===== src/hw/rtl/aht_pkg.sv =====
// Shared types and constants for the averaging hysteresis thermostat.
package aht_pkg;

  typedef enum logic [1:0] {
    MODE_OFF  = 2'd0,
    MODE_LOW  = 2'd1,
    MODE_HIGH = 2'd2,
    MODE_BAD  = 2'd3
  } mode_t;

  localparam logic OP_SAMPLE = 1'b0;
  localparam logic OP_MODE   = 1'b1;

  localparam logic REG_LOW_SET_POINT  = 1'b0;
  localparam logic REG_HIGH_SET_POINT = 1'b1;

  localparam int TEMP_W   = 7;
  localparam int SAMPLE_W = 12;

  // Accepted window, exclusive, in 1/16 C: -10 C and 38 C.
  localparam logic signed [SAMPLE_W-1:0] LOW_LIMIT_RAW  = -12'sd160;
  localparam logic signed [SAMPLE_W-1:0] HIGH_LIMIT_RAW = 12'sd608;

  localparam logic [TEMP_W-1:0] COLD_LIMIT_F = 7'd40;
  localparam logic [TEMP_W:0]   HYSTERESIS_F = 8'd3;

  // F = floor((raw * 9 + 2560) / 80); /80 done as >>4 then /5 by reciprocal.
  localparam logic [14:0] F_OFFSET = 15'd2560;
  localparam logic [7:0]  DIV5_MUL = 8'd205;
  localparam int          DIV5_SHR = 10;

endpackage


===== src/hw/rtl/averaging_hysteresis_thermostat.sv =====
// Averaging thermostat with hysteresis heater control, top level.
//
//  channel | direction | handshake              | payload
//  --------+-----------+------------------------+----------------------------------------
//  in_     | input     | in_valid / in_ready    | operation, sample_temp, crc_ok, new_mode
//  out_    | output    | out_valid / out_ready  | heater_on, average_valid,
//          |           |                        | average_temp_f, cold_warning,
//          |           |                        | request_rejected
//  cfg_    | input     | cfg_valid / cfg_ready  | cfg_index, cfg_data
//
// One word per cycle in while the output is not stalled, one result word per input word,
// through the input register, the reading conversion register, then the state update
// into the output register. The state loop (sum, average by reciprocal multiply, heater
// compare) is combinational from the state registers, so words follow back to back.
// rst_n is synchronous and clears all control state; no clearing pass.
// A stalled output holds the pipe; in_ready drops only when all stages are full.
module averaging_hysteresis_thermostat
  import aht_pkg::*;
#(
  parameter int SAMPLES_PER_AVERAGE = 10
) (
  input  logic                       clk,
  input  logic                       rst_n,

  input  logic                       in_valid,
  output logic                       in_ready,
  input  logic                       in_operation,
  input  logic signed [SAMPLE_W-1:0] in_sample_temp,
  input  logic                       in_crc_ok,
  input  logic [1:0]                 in_new_mode,

  output logic                       out_valid,
  input  logic                       out_ready,
  output logic                       out_heater_on,
  output logic                       out_average_valid,
  output logic [TEMP_W-1:0]          out_average_temp_f,
  output logic                       out_cold_warning,
  output logic                       out_request_rejected,

  input  logic                       cfg_valid,
  output logic                       cfg_ready,
  input  logic                       cfg_index,
  input  logic [TEMP_W-1:0]          cfg_data
);

  localparam int MAX_F   = 100;
  localparam int SUM_W   = $clog2(SAMPLES_PER_AVERAGE * MAX_F + 1);
  localparam int CNT_W   = (SAMPLES_PER_AVERAGE > 1) ? $clog2(SAMPLES_PER_AVERAGE) : 1;
  localparam int AVG_SHR = SUM_W + $clog2(SAMPLES_PER_AVERAGE);
  localparam int RECIP_W = AVG_SHR + 1;
  localparam logic [RECIP_W-1:0] AVG_RECIP =
    RECIP_W'(((64'd1 << AVG_SHR) + SAMPLES_PER_AVERAGE - 1) / SAMPLES_PER_AVERAGE);
  localparam logic [CNT_W-1:0] LAST_COUNT = CNT_W'(SAMPLES_PER_AVERAGE - 1);

  // pipeline control
  logic s1_valid_r, s2_valid_r, out_valid_r;
  logic adv3, adv2, adv1;

  assign adv3     = !out_valid_r || out_ready;
  assign adv2     = !s2_valid_r || adv3;
  assign adv1     = !s1_valid_r || adv2;
  assign in_ready = adv1;
  assign cfg_ready = 1'b1;

  // stage 1: input register
  logic                       s1_op_r;
  logic signed [SAMPLE_W-1:0] s1_temp_r;
  logic                       s1_crc_r;
  logic [1:0]                 s1_mode_r;

  // stage 2: converted reading
  logic              s2_op_r;
  logic              s2_keep_r;
  logic [TEMP_W-1:0] s2_f_r;
  logic [1:0]        s2_mode_r;

  // configuration and state
  logic [TEMP_W-1:0] low_sp_r, high_sp_r;
  mode_t             heat_mode_r, heat_mode_nxt;
  logic [TEMP_W-1:0] active_sp_r, active_sp_nxt;
  logic              heater_r, heater_nxt;
  logic              warn_sent_r, warn_sent_nxt;
  logic [TEMP_W-1:0] cur_temp_r, cur_temp_nxt;
  logic [SUM_W-1:0]  sum_r, sum_nxt;
  logic [CNT_W-1:0]  cnt_r, cnt_nxt;

  logic out_heater_r, out_avg_valid_r, out_cold_r, out_rej_r;
  logic avg_valid_nxt, cold_nxt, rej_nxt;
  logic [TEMP_W-1:0] out_temp_r;

  // reading conversion (stage 1 -> 2)
  logic signed [14:0] scaled;
  logic [8:0]         div16;
  logic [16:0]        div5_prod;
  logic               keep;

  always_comb begin
    scaled = (15'(s1_temp_r) <<< 3) + 15'(s1_temp_r) + $signed(F_OFFSET);
    div16 = scaled[12:4];
    div5_prod = 17'(div16) * 17'(DIV5_MUL);
    keep = s1_crc_r && (s1_temp_r > LOW_LIMIT_RAW) && (s1_temp_r < HIGH_LIMIT_RAW);
  end

  // state update (stage 2 -> output)
  logic [SUM_W-1:0]         sum_add;
  logic [SUM_W+RECIP_W-1:0] avg_prod;
  logic [TEMP_W-1:0]        avg;
  logic                     do_eval;
  logic [TEMP_W-1:0]        eval_temp;

  always_comb begin
    sum_add  = sum_r + SUM_W'(s2_f_r);
    avg_prod = (SUM_W+RECIP_W)'(sum_add) * (SUM_W+RECIP_W)'(AVG_RECIP);
    avg      = avg_prod[AVG_SHR +: TEMP_W];

    heat_mode_nxt = heat_mode_r;
    active_sp_nxt = active_sp_r;
    heater_nxt    = heater_r;
    warn_sent_nxt = warn_sent_r;
    cur_temp_nxt  = cur_temp_r;
    sum_nxt       = sum_r;
    cnt_nxt       = cnt_r;
    avg_valid_nxt = 1'b0;
    cold_nxt      = 1'b0;
    rej_nxt       = 1'b0;
    do_eval       = 1'b0;

    if (s2_op_r == OP_SAMPLE) begin
      if (s2_keep_r) begin
        if (cnt_r == LAST_COUNT) begin
          avg_valid_nxt = 1'b1;
          sum_nxt = '0;
          cnt_nxt = '0;
          if (avg != cur_temp_r) begin
            cur_temp_nxt = avg;
            if (heat_mode_r == MODE_OFF) begin
              if (avg < COLD_LIMIT_F && !warn_sent_r) begin
                cold_nxt      = 1'b1;
                warn_sent_nxt = 1'b1;
              end
            end else begin
              do_eval = 1'b1;
            end
          end
        end else begin
          sum_nxt = sum_add;
          cnt_nxt = cnt_r + 1'b1;
        end
      end
    end else begin
      unique case (mode_t'(s2_mode_r))
        MODE_OFF: begin
          heater_nxt    = 1'b0;
          heat_mode_nxt = MODE_OFF;
        end
        MODE_LOW: begin
          active_sp_nxt = low_sp_r;
          heat_mode_nxt = MODE_LOW;
          do_eval       = 1'b1;
        end
        MODE_HIGH: begin
          active_sp_nxt = high_sp_r;
          heat_mode_nxt = MODE_HIGH;
          do_eval       = 1'b1;
        end
        default: rej_nxt = 1'b1;
      endcase
    end

    // hysteresis: off above set point, on below set point minus 3
    eval_temp = cur_temp_nxt;
    if (do_eval) begin
      if (eval_temp > active_sp_nxt) begin
        heater_nxt = 1'b0;
      end else if ({1'b0, eval_temp} + HYSTERESIS_F < {1'b0, active_sp_nxt} && !heater_r) begin
        heater_nxt    = 1'b1;
        warn_sent_nxt = 1'b0;
      end
    end
  end

  // control and state registers
  always_ff @(posedge clk) begin
    if (!rst_n) begin
      s1_valid_r  <= 1'b0;
      s2_valid_r  <= 1'b0;
      out_valid_r <= 1'b0;
      low_sp_r    <= '0;
      high_sp_r   <= '0;
      heat_mode_r <= MODE_OFF;
      active_sp_r <= '0;
      heater_r    <= 1'b0;
      warn_sent_r <= 1'b0;
      cur_temp_r  <= '0;
      sum_r       <= '0;
      cnt_r       <= '0;
    end else begin
      if (adv1) s1_valid_r <= in_valid;
      if (adv2) s2_valid_r <= s1_valid_r;
      if (adv3) out_valid_r <= s2_valid_r;
      if (cfg_valid) begin
        unique case (cfg_index)
          REG_LOW_SET_POINT:  low_sp_r  <= cfg_data;
          REG_HIGH_SET_POINT: high_sp_r <= cfg_data;
          default: ;
        endcase
      end
      if (s2_valid_r && adv3) begin
        heat_mode_r <= heat_mode_nxt;
        active_sp_r <= active_sp_nxt;
        heater_r    <= heater_nxt;
        warn_sent_r <= warn_sent_nxt;
        cur_temp_r  <= cur_temp_nxt;
        sum_r       <= sum_nxt;
        cnt_r       <= cnt_nxt;
      end
    end
  end

  // payload registers
  always_ff @(posedge clk) begin
    if (adv1 && in_valid) begin
      s1_op_r   <= in_operation;
      s1_temp_r <= in_sample_temp;
      s1_crc_r  <= in_crc_ok;
      s1_mode_r <= in_new_mode;
    end
    if (adv2 && s1_valid_r) begin
      s2_op_r   <= s1_op_r;
      s2_keep_r <= keep;
      s2_f_r    <= div5_prod[DIV5_SHR +: TEMP_W];
      s2_mode_r <= s1_mode_r;
    end
    if (adv3 && s2_valid_r) begin
      out_heater_r    <= heater_nxt;
      out_avg_valid_r <= avg_valid_nxt;
      out_temp_r      <= cur_temp_nxt;
      out_cold_r      <= cold_nxt;
      out_rej_r       <= rej_nxt;
    end
  end

  assign out_valid            = out_valid_r;
  assign out_heater_on        = out_heater_r;
  assign out_average_valid    = out_avg_valid_r;
  assign out_average_temp_f   = out_temp_r;
  assign out_cold_warning     = out_cold_r;
  assign out_request_rejected = out_rej_r;

endmodule

===== config.mk =====
export PLATFORM = sky130hd
export DESIGN_NAME = averaging_hysteresis_thermostat
export DESIGN_NICKNAME = d
export VERILOG_FILES = /design/src/hw/rtl/aht_pkg.sv /design/src/hw/rtl/averaging_hysteresis_thermostat.sv
export SDC_FILE = /design/constraint.sdc
export NUM_CORES = 1
export LEC_CHECK = 0
export BUFFER_PORTS_ARGS = -buffer_cell sky130_fd_sc_hd__buf_2
export CAP_MARGIN = 25
export CORE_ASPECT_RATIO = 1.2
export CORE_MARGIN = 4
export CORE_UTILIZATION = 45
export CTS_CLUSTER_DIAMETER = 100
export DETAILED_ROUTE_END_ITERATION = 10
export PLACE_DENSITY_LB_ADDON = 0.05
export SLEW_MARGIN = 30
export SYNTH_ARGS = -nofsm -noshare
export SYNTH_HDL_FRONTEND = slang
export SYNTH_SLANG_ARGS = --single-unit

===== constraint.sdc =====
create_clock -name clk -period 23.5 [get_ports clk]
set_clock_uncertainty 0.05 [all_clocks]
set_input_delay 1.175 -clock clk [delete_from_list [all_inputs] [get_ports clk]]
set_output_delay 1.175 -clock clk [all_outputs]
set_load 0.005 [all_outputs]

# ---- Yosys cells after proc, flatten, opt, wreduce, memory -nomap -nowiden
# Index checks and enable logic that the tools add are counted.
dict set report word_totals {
  reg_bits 87
  latch_bits 0
  mem_bits_rw 0
  rom_bits 0
  input_bits 29
  output_inout_bits 14
  elab_cells 105
  mem_count 0
}
dict set report classes {
  n_addsub 5
  multipliers 2
  div 0
  order_cmp 5
  n_eq_ne 4
  n_shift 0
  muxes 32
  bitwise_logic 6
  reduce_logical 26
}
# cell count
set ops {}
lappend ops {{2-to-1 mux 7 bit} 5}
lappend ops {{2-to-1 mux 1 bit} 23}
lappend ops {{multiplier 10 x 11 -> 21 bit (second input constant)} 1}
lappend ops {{multiplier 9 x 8 -> 17 bit (second input constant)} 1}
lappend ops {{one-hot mux 7 bit (2 select lines)} 1}
lappend ops {{adder 13 x 12 -> 13 bit} 1}
lappend ops {{adder 13 bit (second input constant)} 1}
lappend ops {{> comparator 12 x 9 -> 1 bit (second input constant)} 1}
lappend ops {{less-than comparator 12 x 11 -> 1 bit (second input constant)} 1}
lappend ops {{adder 10 x 7 -> 10 bit} 1}
lappend ops {{2-to-1 mux 10 bit} 1}
lappend ops {{adder 7 x 2 -> 8 bit (second input constant)} 1}
lappend ops {{less-than comparator 8 x 7 -> 1 bit} 1}
lappend ops {{> comparator 7 bit} 1}
lappend ops {{logical AND 1 bit} 7}
lappend ops {{less-than comparator 7 x 6 -> 1 bit (second input constant)} 1}
lappend ops {{inequality test 7 bit} 1}
lappend ops {{inverter 1 bit} 6}
lappend ops {{one-hot mux 2 bit (3 select lines)} 1}
lappend ops {{AND reduction 3 bit} 2}
lappend ops {{zero test 1 bit} 5}
lappend ops {{OR reduction 5 bit} 1}
lappend ops {{adder 4 x 1 -> 4 bit (second input constant)} 1}
lappend ops {{== test 4 bit (second input constant)} 1}
lappend ops {{other kinds (9)} 14}

# ---- Depth between registers and ports, before layout
# Gate-level depths: netlist of the first run.
dict set report depth {
  ltp_word 13
  mapped_depth 41
  ltp_nobuf 40
}

# ---- Worst setup path before layout of the first run
# Ideal clock, no wire load.
dict set report synth_timing {
  path_kind {register to register}
  startpoint {register s2_f_r[1]}
  endpoint {register heater_r}
  setup_ps 95
  t_arrival_ps 8542
  t_required_ps 23355
  path_slack_ps 14812
  stages_incl_launch_ff 40
  path_buffers 0
  period_less_slack_ps 8688
  path_cell_list {edfxtp_1 ha_1 a21o_1 a21oi_1 o21bai_1 a21oi_1 o21bai_1 a21oi_1 nor2_1 xor2_1 inv_1 fa_1 inv_1 fa_1 fa_1 inv_1 fa_1 inv_1 (+4 left out) and2_1 o21ai_0 a31oi_1 o311ai_1 nor4_2 a21oi_2 mux2i_1 xor2_1 ha_1 nor2b_1 o21a_1 o21ai_0 nand2b_1 a21oi_1 nor2b_1 o21ai_0 o2111ai_2 a221oi_1}
}
dict set report synth_between {
  elab_chain_len 13
  elab_cells_between_ends 18
  cone_classes {add/sub: 2; mul: 1; order compare: 2; eq/ne: 1; mux: 11; reduce/logical: 1}
}
# item line
set synth_lines {}
lappend synth_lines {{start: declaration} averaging_hysteresis_thermostat.sv:74} ;# logic [TEMP_W-1:0] s2_f_r;
lappend synth_lines {{start signal: assignment} averaging_hysteresis_thermostat.sv:231} ;# s2_f_r <= div5_prod[DIV5_SHR +: TEMP_W];
lappend synth_lines {{adder 10 x 7 -> 10 bit (*)} averaging_hysteresis_thermostat.sv:112} ;# sum_add = sum_r + SUM_W'(s2_f_r);
lappend synth_lines {{multiplier 10 x 11 -> 21 bit (*)} averaging_hysteresis_thermostat.sv:113} ;# avg_prod = (SUM_W+RECIP_W)'(sum_add) * (SUM_W+RECIP_W)'(AVG_RECIP);
lappend synth_lines {{inequality test 7 bit} averaging_hysteresis_thermostat.sv:134} ;# if (avg != cur_temp_r) begin
lappend synth_lines {{2-to-1 mux 7 bit} averaging_hysteresis_thermostat.sv:134}
lappend synth_lines {{2-to-1 mux 7 bit} averaging_hysteresis_thermostat.sv:130} ;# if (cnt_r == LAST_COUNT) begin
lappend synth_lines {{2-to-1 mux 7 bit} averaging_hysteresis_thermostat.sv:129} ;# if (s2_keep_r) begin
lappend synth_lines {{2-to-1 mux 7 bit} averaging_hysteresis_thermostat.sv:128} ;# if (s2_op_r == OP_SAMPLE) begin
lappend synth_lines {{adder 7 x 2 -> 8 bit} averaging_hysteresis_thermostat.sv:175} ;# end else if ({1'b0, eval_temp} + HYSTERESIS_F < {1'b0, active_sp_nxt} && !heater_r) begin
lappend synth_lines {{less-than comparator 8 x 7 -> 1 bit} averaging_hysteresis_thermostat.sv:175}
lappend synth_lines {{logical AND 1 bit} averaging_hysteresis_thermostat.sv:175}
lappend synth_lines {{2-to-1 mux 1 bit} averaging_hysteresis_thermostat.sv:175}
lappend synth_lines {{2-to-1 mux 1 bit} averaging_hysteresis_thermostat.sv:173} ;# if (eval_temp > active_sp_nxt) begin
lappend synth_lines {{2-to-1 mux 1 bit (*)} averaging_hysteresis_thermostat.sv:172} ;# if (do_eval) begin
lappend synth_lines {{end signal: assignment} averaging_hysteresis_thermostat.sv:211} ;# heater_r <= heater_nxt;
lappend synth_lines {{end: declaration} averaging_hysteresis_thermostat.sv:81} ;# logic heater_r, heater_nxt;
# Mark *: on every way between the ends. The rest lies on a longest branch, timed or not.
# A chain may end at the register's enable or synchronous reset.

# ---- Final worst setup path of the first run
# Ends and elaborated chain as after synthesis.

==> metrics, run 1 <==
syn nets=1080; post_cts resized=0; maximum root-to-sink buffer count=2; Seq/Total Area, Yosys=26.4%; first-pass GRT wire length=27.7 mm; R2R cell count=39; worst endpoint required time=23.69 ns; Die H=155 um; DP HPWL=13.3 mm; Antenna Nets Post-Route=0; Hold Crit Endpoint=s2_mode_r[0]$_DFFE_PP_; critical hold path startpoint=s1_mode_r[0]$_DFFE_PP_; WL final=16.1 mm; Max Cap Viol=0; worst r2r dst=heater_r$_SDFFE_PN0P_; final slew viol count=0; CTS sink count=87; Initial DRC Count=182; gr ovfl total=0; Netlist cell types=68; CTS tree=done; # Post-CTS Setup Buffers=0; Synth Area per Inst=9.38 um^2; synthesis-to-finish area growth=8.91%; final worst-path cycle share=40.7%; Crit Path Category=register to register; worst-path fanout max=4; Final min period=9.57 ns; reg2reg start=s2_f_r[1]$_DFFE_PP_; hold path cells=0; R2R Setup Slk=13.93 ns; largest net degree at the start of global routing=32; routed via count=5860; maximum level of the CTS H-tree=3; Clock Tree Root=clkbuf_16; final non-filler cell total=1118; CP Capture Type=register; vias per inst=5.24; Critical Path Start Type=register; Worst-Margin Slew=0.814 ns; Max-Slew Margin vs Limit=45.1%; Synth Instances=858; CORE AREA=17600 um^2; Post-synth EDFFs=38; Cell Area, Synth=8050 um^2; row count=53; Clock transition at path regs=0.06 ns; IO Count=43; Hold Crit Class=register to register; Critical Path Source=s2_f_r[1]$_DFFE_PP_; status=finished, final reports clean; final setup fails=0; fin nets=1115; Port-buffer cells=41; hold_buf cts=0; number of global-route vias before repair=6054; top_reg_cell synth=dfxtp_1; crit path DAT=9.75 ns; Num CTS Buffers=9; DR WL/cell=14.4 um; Hold Vio Cnt, Final=0; DRC Markers=0; initial antenna violation count=0; Yosys reg bits=87; ratio of cells with drive above 1 in the final layout=9.13%; max incr delay on CP=0.55 ns; Die ar.=20100 um^2; global-route usage over all layers=16.7%; Initial Utilization=45.8%; routability cong.=0.893; placed cells=1102; Buf/Inv on CP=5; Inserted Diodes=0; chip width=130 um; Setup Total Neg Slack=0 ns; Skew-Pair Late Insertion Delay=0.33 ns; fmax=105 MHz; synth warn=0; DR pass1 iterations=4; cell family with most CP delay=compound AO/OA/AOI/OAI gates; critical path's slowest cell=fa_1; RSZ-0062 raised after global routing=false; Async S/R FF share, synth=0%
==> synthesized netlist by cell type (13+ instances only) <==
cell / count / area, um^2
nand2_1: 64 / 240
dfxtp_1: 49 / 981
a21oi_1: 64 / 320
nor3_1: 17 / 85.1
xor2_1: 14 / 123
o21ai_0: 18 / 90.1
inv_1: 131 / 492
nor2_1: 65 / 244
nand3_1: 15 / 75.1
edfxtp_1: 38 / 1140
fa_1: 46 / 921
a22oi_1: 13 / 97.6
clkbuf_1: 14 / 52.6
xnor2_1: 30 / 263
ha_1: 147 / 1840
==> area by class of cell <==
class                   instances  area [um^2]
multi-input cells             620         5350
clock buffers                  11          264
flip-flops and latches         87         2120
fillers                      1669         8810
repair buffers                 44          228
well taps                     220          275
clock inverters                 5         37.5
inverters                     131          492
==> worst reg2reg max path: cells and delay by family (launching register included) <==
| kind | cells | cell delay (ns) |
|---|---|---|
| AO/OA/AOI/OAI | 17 | 3.66 |
| multiplexers | 1 | 0.38 |
| buffers and inverters | 5 | 0.34 |
| flip-flops | 1 | 0.44 |
| AND/OR/NAND/NOR | 6 | 0.69 |
| XOR/XNOR | 2 | 0.49 |
| adder cells (fa/ha/maj) | 8 | 3.42 |
==> stage by stage <==
step                setup WS (ns)  hold slack, ns  area [um^2]  util (%)
floorplan                   14.81           0.350         8050         -
global route                13.10           0.379         8770      49.9
detailed placement          13.93           0.361         8460      48.2
global placement            14.21           0.355         8460      48.2
CTS                         13.89           0.375         8760      49.9
finish                      13.93           0.373         8770      49.9
==> routing by layer <==
metal  wire (um)  share of wire (%)  GRT usage (%)
met1        7090                 44           21.2
met4         360                2.2           5.35
met5           0                  0              0
met2        8120                 51           29.1
met3         486                3.0           2.25
==> kinds of logic after synthesis <==
family	after synthesis	share of synthesized area, %
AOI/OAI and AO/OA	166	14.0
buffers and inverters	151	7.23
and+or+nand+nor	209	12.1
muxes	5	0.637
adders and majority gates	193	34.3
DFF	87	26.4
xor gates and xnor gates	46	5.35
other	1	0.0466
==> cell usage in the layout (no fill, tap or decap), types with 4 or more instances in the layout <==
| cell type | Yosys | final |
|---|---|---|
| nor2b_1 | 11 | 11 |
| xnor2_1 | 30 | 30 |
| o21ai_0 | 18 | 18 |
| o21a_1 | 7 | 7 |
| o21bai_1 | 10 | 10 |
| nand2_1 | 64 | 64 |
| a21o_1 | 12 | 12 |
| edfxtp_1 | 38 | 38 |
| a22oi_1 | 13 | 13 |
| and2_1 | 7 | 7 |
| buf_2 | 3 | 41 |
| dfxtp_1 | 49 | 49 |
| a211oi_1 | 4 | 4 |
| nor3_1 | 17 | 17 |
| inv_1 | 131 | 131 |
| ha_1 | 147 | 147 |
| clkbuf_16 | 0 | 10 |
| nor2_1 | 65 | 65 |
| a21oi_1 | 64 | 64 |
| fa_1 | 46 | 46 |
| nand3_1 | 15 | 15 |
| nand2b_1 | 8 | 7 |
| xor2_1 | 14 | 14 |
| nand4_1 | 4 | 4 |
| mux2i_1 | 4 | 4 |
==> registers in the layout (all words and copies together) (netlist names), 2 cells and up <==
name / flops
low_sp_r: 7
s1_temp_r: 12
cur_temp_r: 7
s1_mode_r: 2
sum_r: 10
s2_f_r: 7
high_sp_r: 7
out_average_temp_f: 7
cnt_r: 4
heat_mode_r: 2
active_sp_r: 7
s2_mode_r: 2
==> worst max-delay path by stage <==
stage / endpoint / cells past startpoint
after detailed placement: heater_r$_SDFFE_PN0P_ / 39
final: heater_r$_SDFFE_PN0P_ / 39
after global routing: heater_r$_SDFFE_PN0P_ / 39
after global placement: heater_r$_SDFFE_PN0P_ / 39
after CTS: heater_r$_SDFFE_PN0P_ / 39
after floorplan: heater_r$_SDFFE_PN0P_ / 39
Power of run 1 is not shown: default switching activity piles up to over one toggle a cycle in this logic, so the estimate is an artifact.
==> run 2, diff against run 1 <==
--- a/config.mk
+++ b/config.mk
@@ -5,6 +5,7 @@
 export SDC_FILE = /design/constraint.sdc
 export NUM_CORES = 1
 export LEC_CHECK = 0
+export ABC_AREA = 1
 export BUFFER_PORTS_ARGS = -buffer_cell sky130_fd_sc_hd__buf_2
 export CAP_MARGIN = 25
 export CORE_ASPECT_RATIO = 1.2
==> constraint.sdc (replaced) <==
create_clock -name clk -period 8.1 [get_ports clk]
set_clock_uncertainty 0.05 [all_clocks]
set_input_delay 0.405 -clock clk [delete_from_list [all_inputs] [get_ports clk]]
set_output_delay 0.405 -clock clk [all_outputs]
set_load 0.005 [all_outputs]
==> metrics, run 2 <==
status=finished, final reports clean; Antenna Nets Post-Route=0 (unchanged); largest net degree at the start of global routing=40 (+25%); fin nets=1312 (+18%); Hold Vio Cnt, Final=0 (unchanged); initial antenna violation count=0 (unchanged); Post-DP Area=8850 um^2 (+4.6%); maximum level of the CTS H-tree=3 (unchanged); max FFs per register=12 (unchanged); biggest area consumer among synthesized cells=ha_1; Synth Area per Inst=8.07 um^2 (-14%); Worst-Margin Slew=0.667 ns (-0.148 ns); Top reg by flops=s1_temp_r; CP Capture Type=register; Inserted Diodes=0 (unchanged); Max-Slew Margin vs Limit=55.4% (+10 points); Cell Area, Synth=8400 um^2 (+4.3%); IO Count=43 (unchanged); Final Cell Area=9420 um^2 (+7.4%); syn nets=1262 (+17%); Final min period=7.62 ns (-1.95 ns); Port-buffer cells=41 (unchanged); Buf/Inv on CP=11 (+6); ratio of cells with drive above 1 in the final layout=13.2% (+4.0 points); Max Cap Viol=0 (unchanged); Seq/Total Area, Yosys=25.3% (-1.1 points); Yosys reg bits=87 (unchanged); most frequent cells in the layout=inv_1, nand2_1, ha_1, nor2_1, a21oi_1; synthesis-to-finish area growth=12.1%; DR pass1 iterations=4 (unchanged); maximum root-to-sink buffer count=2 (unchanged); Setup Total Neg Slack=0 ns (unchanged); number of global-route vias before repair=6360 (+5.1%); hold_buf cts=0 (unchanged); Die ar.=20900 um^2 (+4.1%); WHS=0.187 ns (-0.186 ns); Initial DRC Count=213 (+17%); final slew viol count=0 (unchanged); final setup fails=0 (unchanged); Clock Tree Root=clkbuf_16; Filler Cell Count=1764 (+5.7%); top_reg_cell synth=dfxtp_1; synth warn=0 (unchanged); Initial Utilization=46.0% (+0.22 points); gr ovfl total=0 (unchanged); most used cell, CP=nand2_1; critical path's slowest cell=fa_1; fmax=131 MHz (+26%); max incr delay on CP=0.51 ns (-0.04 ns); Async S/R FF share, synth=0% (unchanged); commonest non-fill, non-tap cell in the layout=inv_1; largest cells by area after synthesis=ha_1, edfxtp_1, dfxtp_1; Hold Crit Class=input port to register; routability cong.=0.815 (-8.7%); crit path DAT=7.68 ns (-2.07 ns); share of the synthesized area in the top cell type=21.9% (-0.94 points); CORE AREA=18200 um^2 (+3.8%); row count=54 (+1.9%); Clock transition at path regs=0.08 ns (+0.02 ns); first-pass GRT wire length=29.6 mm (+6.8%); cell family with most CP delay=adder cells; Post-synth EDFFs=38 (unchanged); final worst-path cycle share=94.0% (+53 points); Die H=158 um (+2.0%); top-count cell post-synth=inv_1; chip width=133 um (+2.0%); CTS tree=done; Critical Path Start Type=register; Crit Path Category=register to register; worst endpoint required time=8.16 ns (-15.53 ns); DRC Markers=0 (unchanged); routed via count=6304 (+7.6%); Num CTS Buffers=9 (unchanged); Skew-Pair Late Insertion Delay=0.34 ns (about the same); CTS sink count=87 (unchanged); synth cell count leaders=inv_1, nand2_1, ha_1, nor2_1, a21oi_1; Netlist cell types=47 (-31%); DR WL/cell=13.0 um (-9.2%); WL final=17.2 mm (+7.1%); vias per inst=4.78 (-8.8%); DP HPWL=14.4 mm (+7.8%); leading registers by flop count=s1_temp_r x12, sum_r x10; global-route usage over all layers=17.2% (+0.51 points); Synth Instances=1040 (+21%); worst-path fanout max=4 (unchanged)
## run 2: metrics by stage
step           utilization (%)  setup slack, ns  std cells
4_1_cts                   50.2           0.0499       1313
5_1_grt                   51.6          -0.0183       1319
3_3_place_gp              48.5            0.228       1297
3_5_place_dp              48.5           0.0552       1297
6_report                  51.6            0.484       1319
2_1_floorplan                -            0.698       1040
## run 2: kinds of logic after synthesis
kind of cell               after synthesis  share of synthesized area, %
and+or+nand+nor                        345                          17.6
buffers and inverters                  233                          10.5
adders and majority gates              193                          32.9
AOI/OAI and AO/OA                      146                          10.0
DFF                                     87                          25.3
xor gates and xnor gates                29                          3.02
muxes                                    6                         0.715
other                                    1                        0.0447
## run 2: what timing repair did
action,4_1_cts,5_1_grt
setup buffers,0,6
resized for setup,0,52
setup endpoints to repair,0,3
## run 2: path summary, 6_finish.rpt
path / startpoint / to / slack (ns) / cells past startpoint
hold reg to reg: s1_mode_r[0]$_DFFE_PP_ / s2_mode_r[0]$_DFFE_PP_ / 0.37 / 0
setup reg to reg: s2_f_r[0]$_DFFE_PP_ / out_heater_on$_DFFE_PP_ / 0.48 / 49
hold / removal: in_sample_temp[6] / s1_temp_r[6]$_DFFE_PP_ / 0.19 / 1
setup / recovery: s2_f_r[0]$_DFFE_PP_ / out_heater_on$_DFFE_PP_ / 0.48 / 49
## run 2: cell type report
type                            instances  area, um^2  share of cell area [%]
Timing Repair Buffer                   49         265                    2.82
Clock inverter                          6        58.8                   0.625
Inverter                              223         837                    8.89
Tap cell                              224         280                    2.98
Clock buffer                           10         250                    2.66
Multi-Input combinational cell        720        5600                    59.5
Sequential cell                        87        2120                    22.5
## run 2: worst reg2reg max path, delay by kind of cell, from the launching register on
family | cells | cell delay [ns]
flip-flops | 1 | 0.42
AND/OR/NAND/NOR | 19 | 1.54
buffers and inverters | 11 | 0.63
adder cells (fa/ha/maj) | 9 | 3.57
XOR/XNOR | 1 | 0.18
AO/OA/AOI/OAI | 9 | 1.00
## run 2: per-layer routing
| metal | track usage (%) | wire length (um) | up-vias |
|---|---|---|---|
| li1 | - | - | 3420 |
| met1 | 21.2 | 8040 | 2812 |
| met2 | 32.2 | 8610 | 57 |
| met3 | 2.26 | 333 | 15 |
| met4 | 3.96 | 226 | 0 |
| met5 | 0 | 0 | - |
Power of run 2 is left out for the same reason.
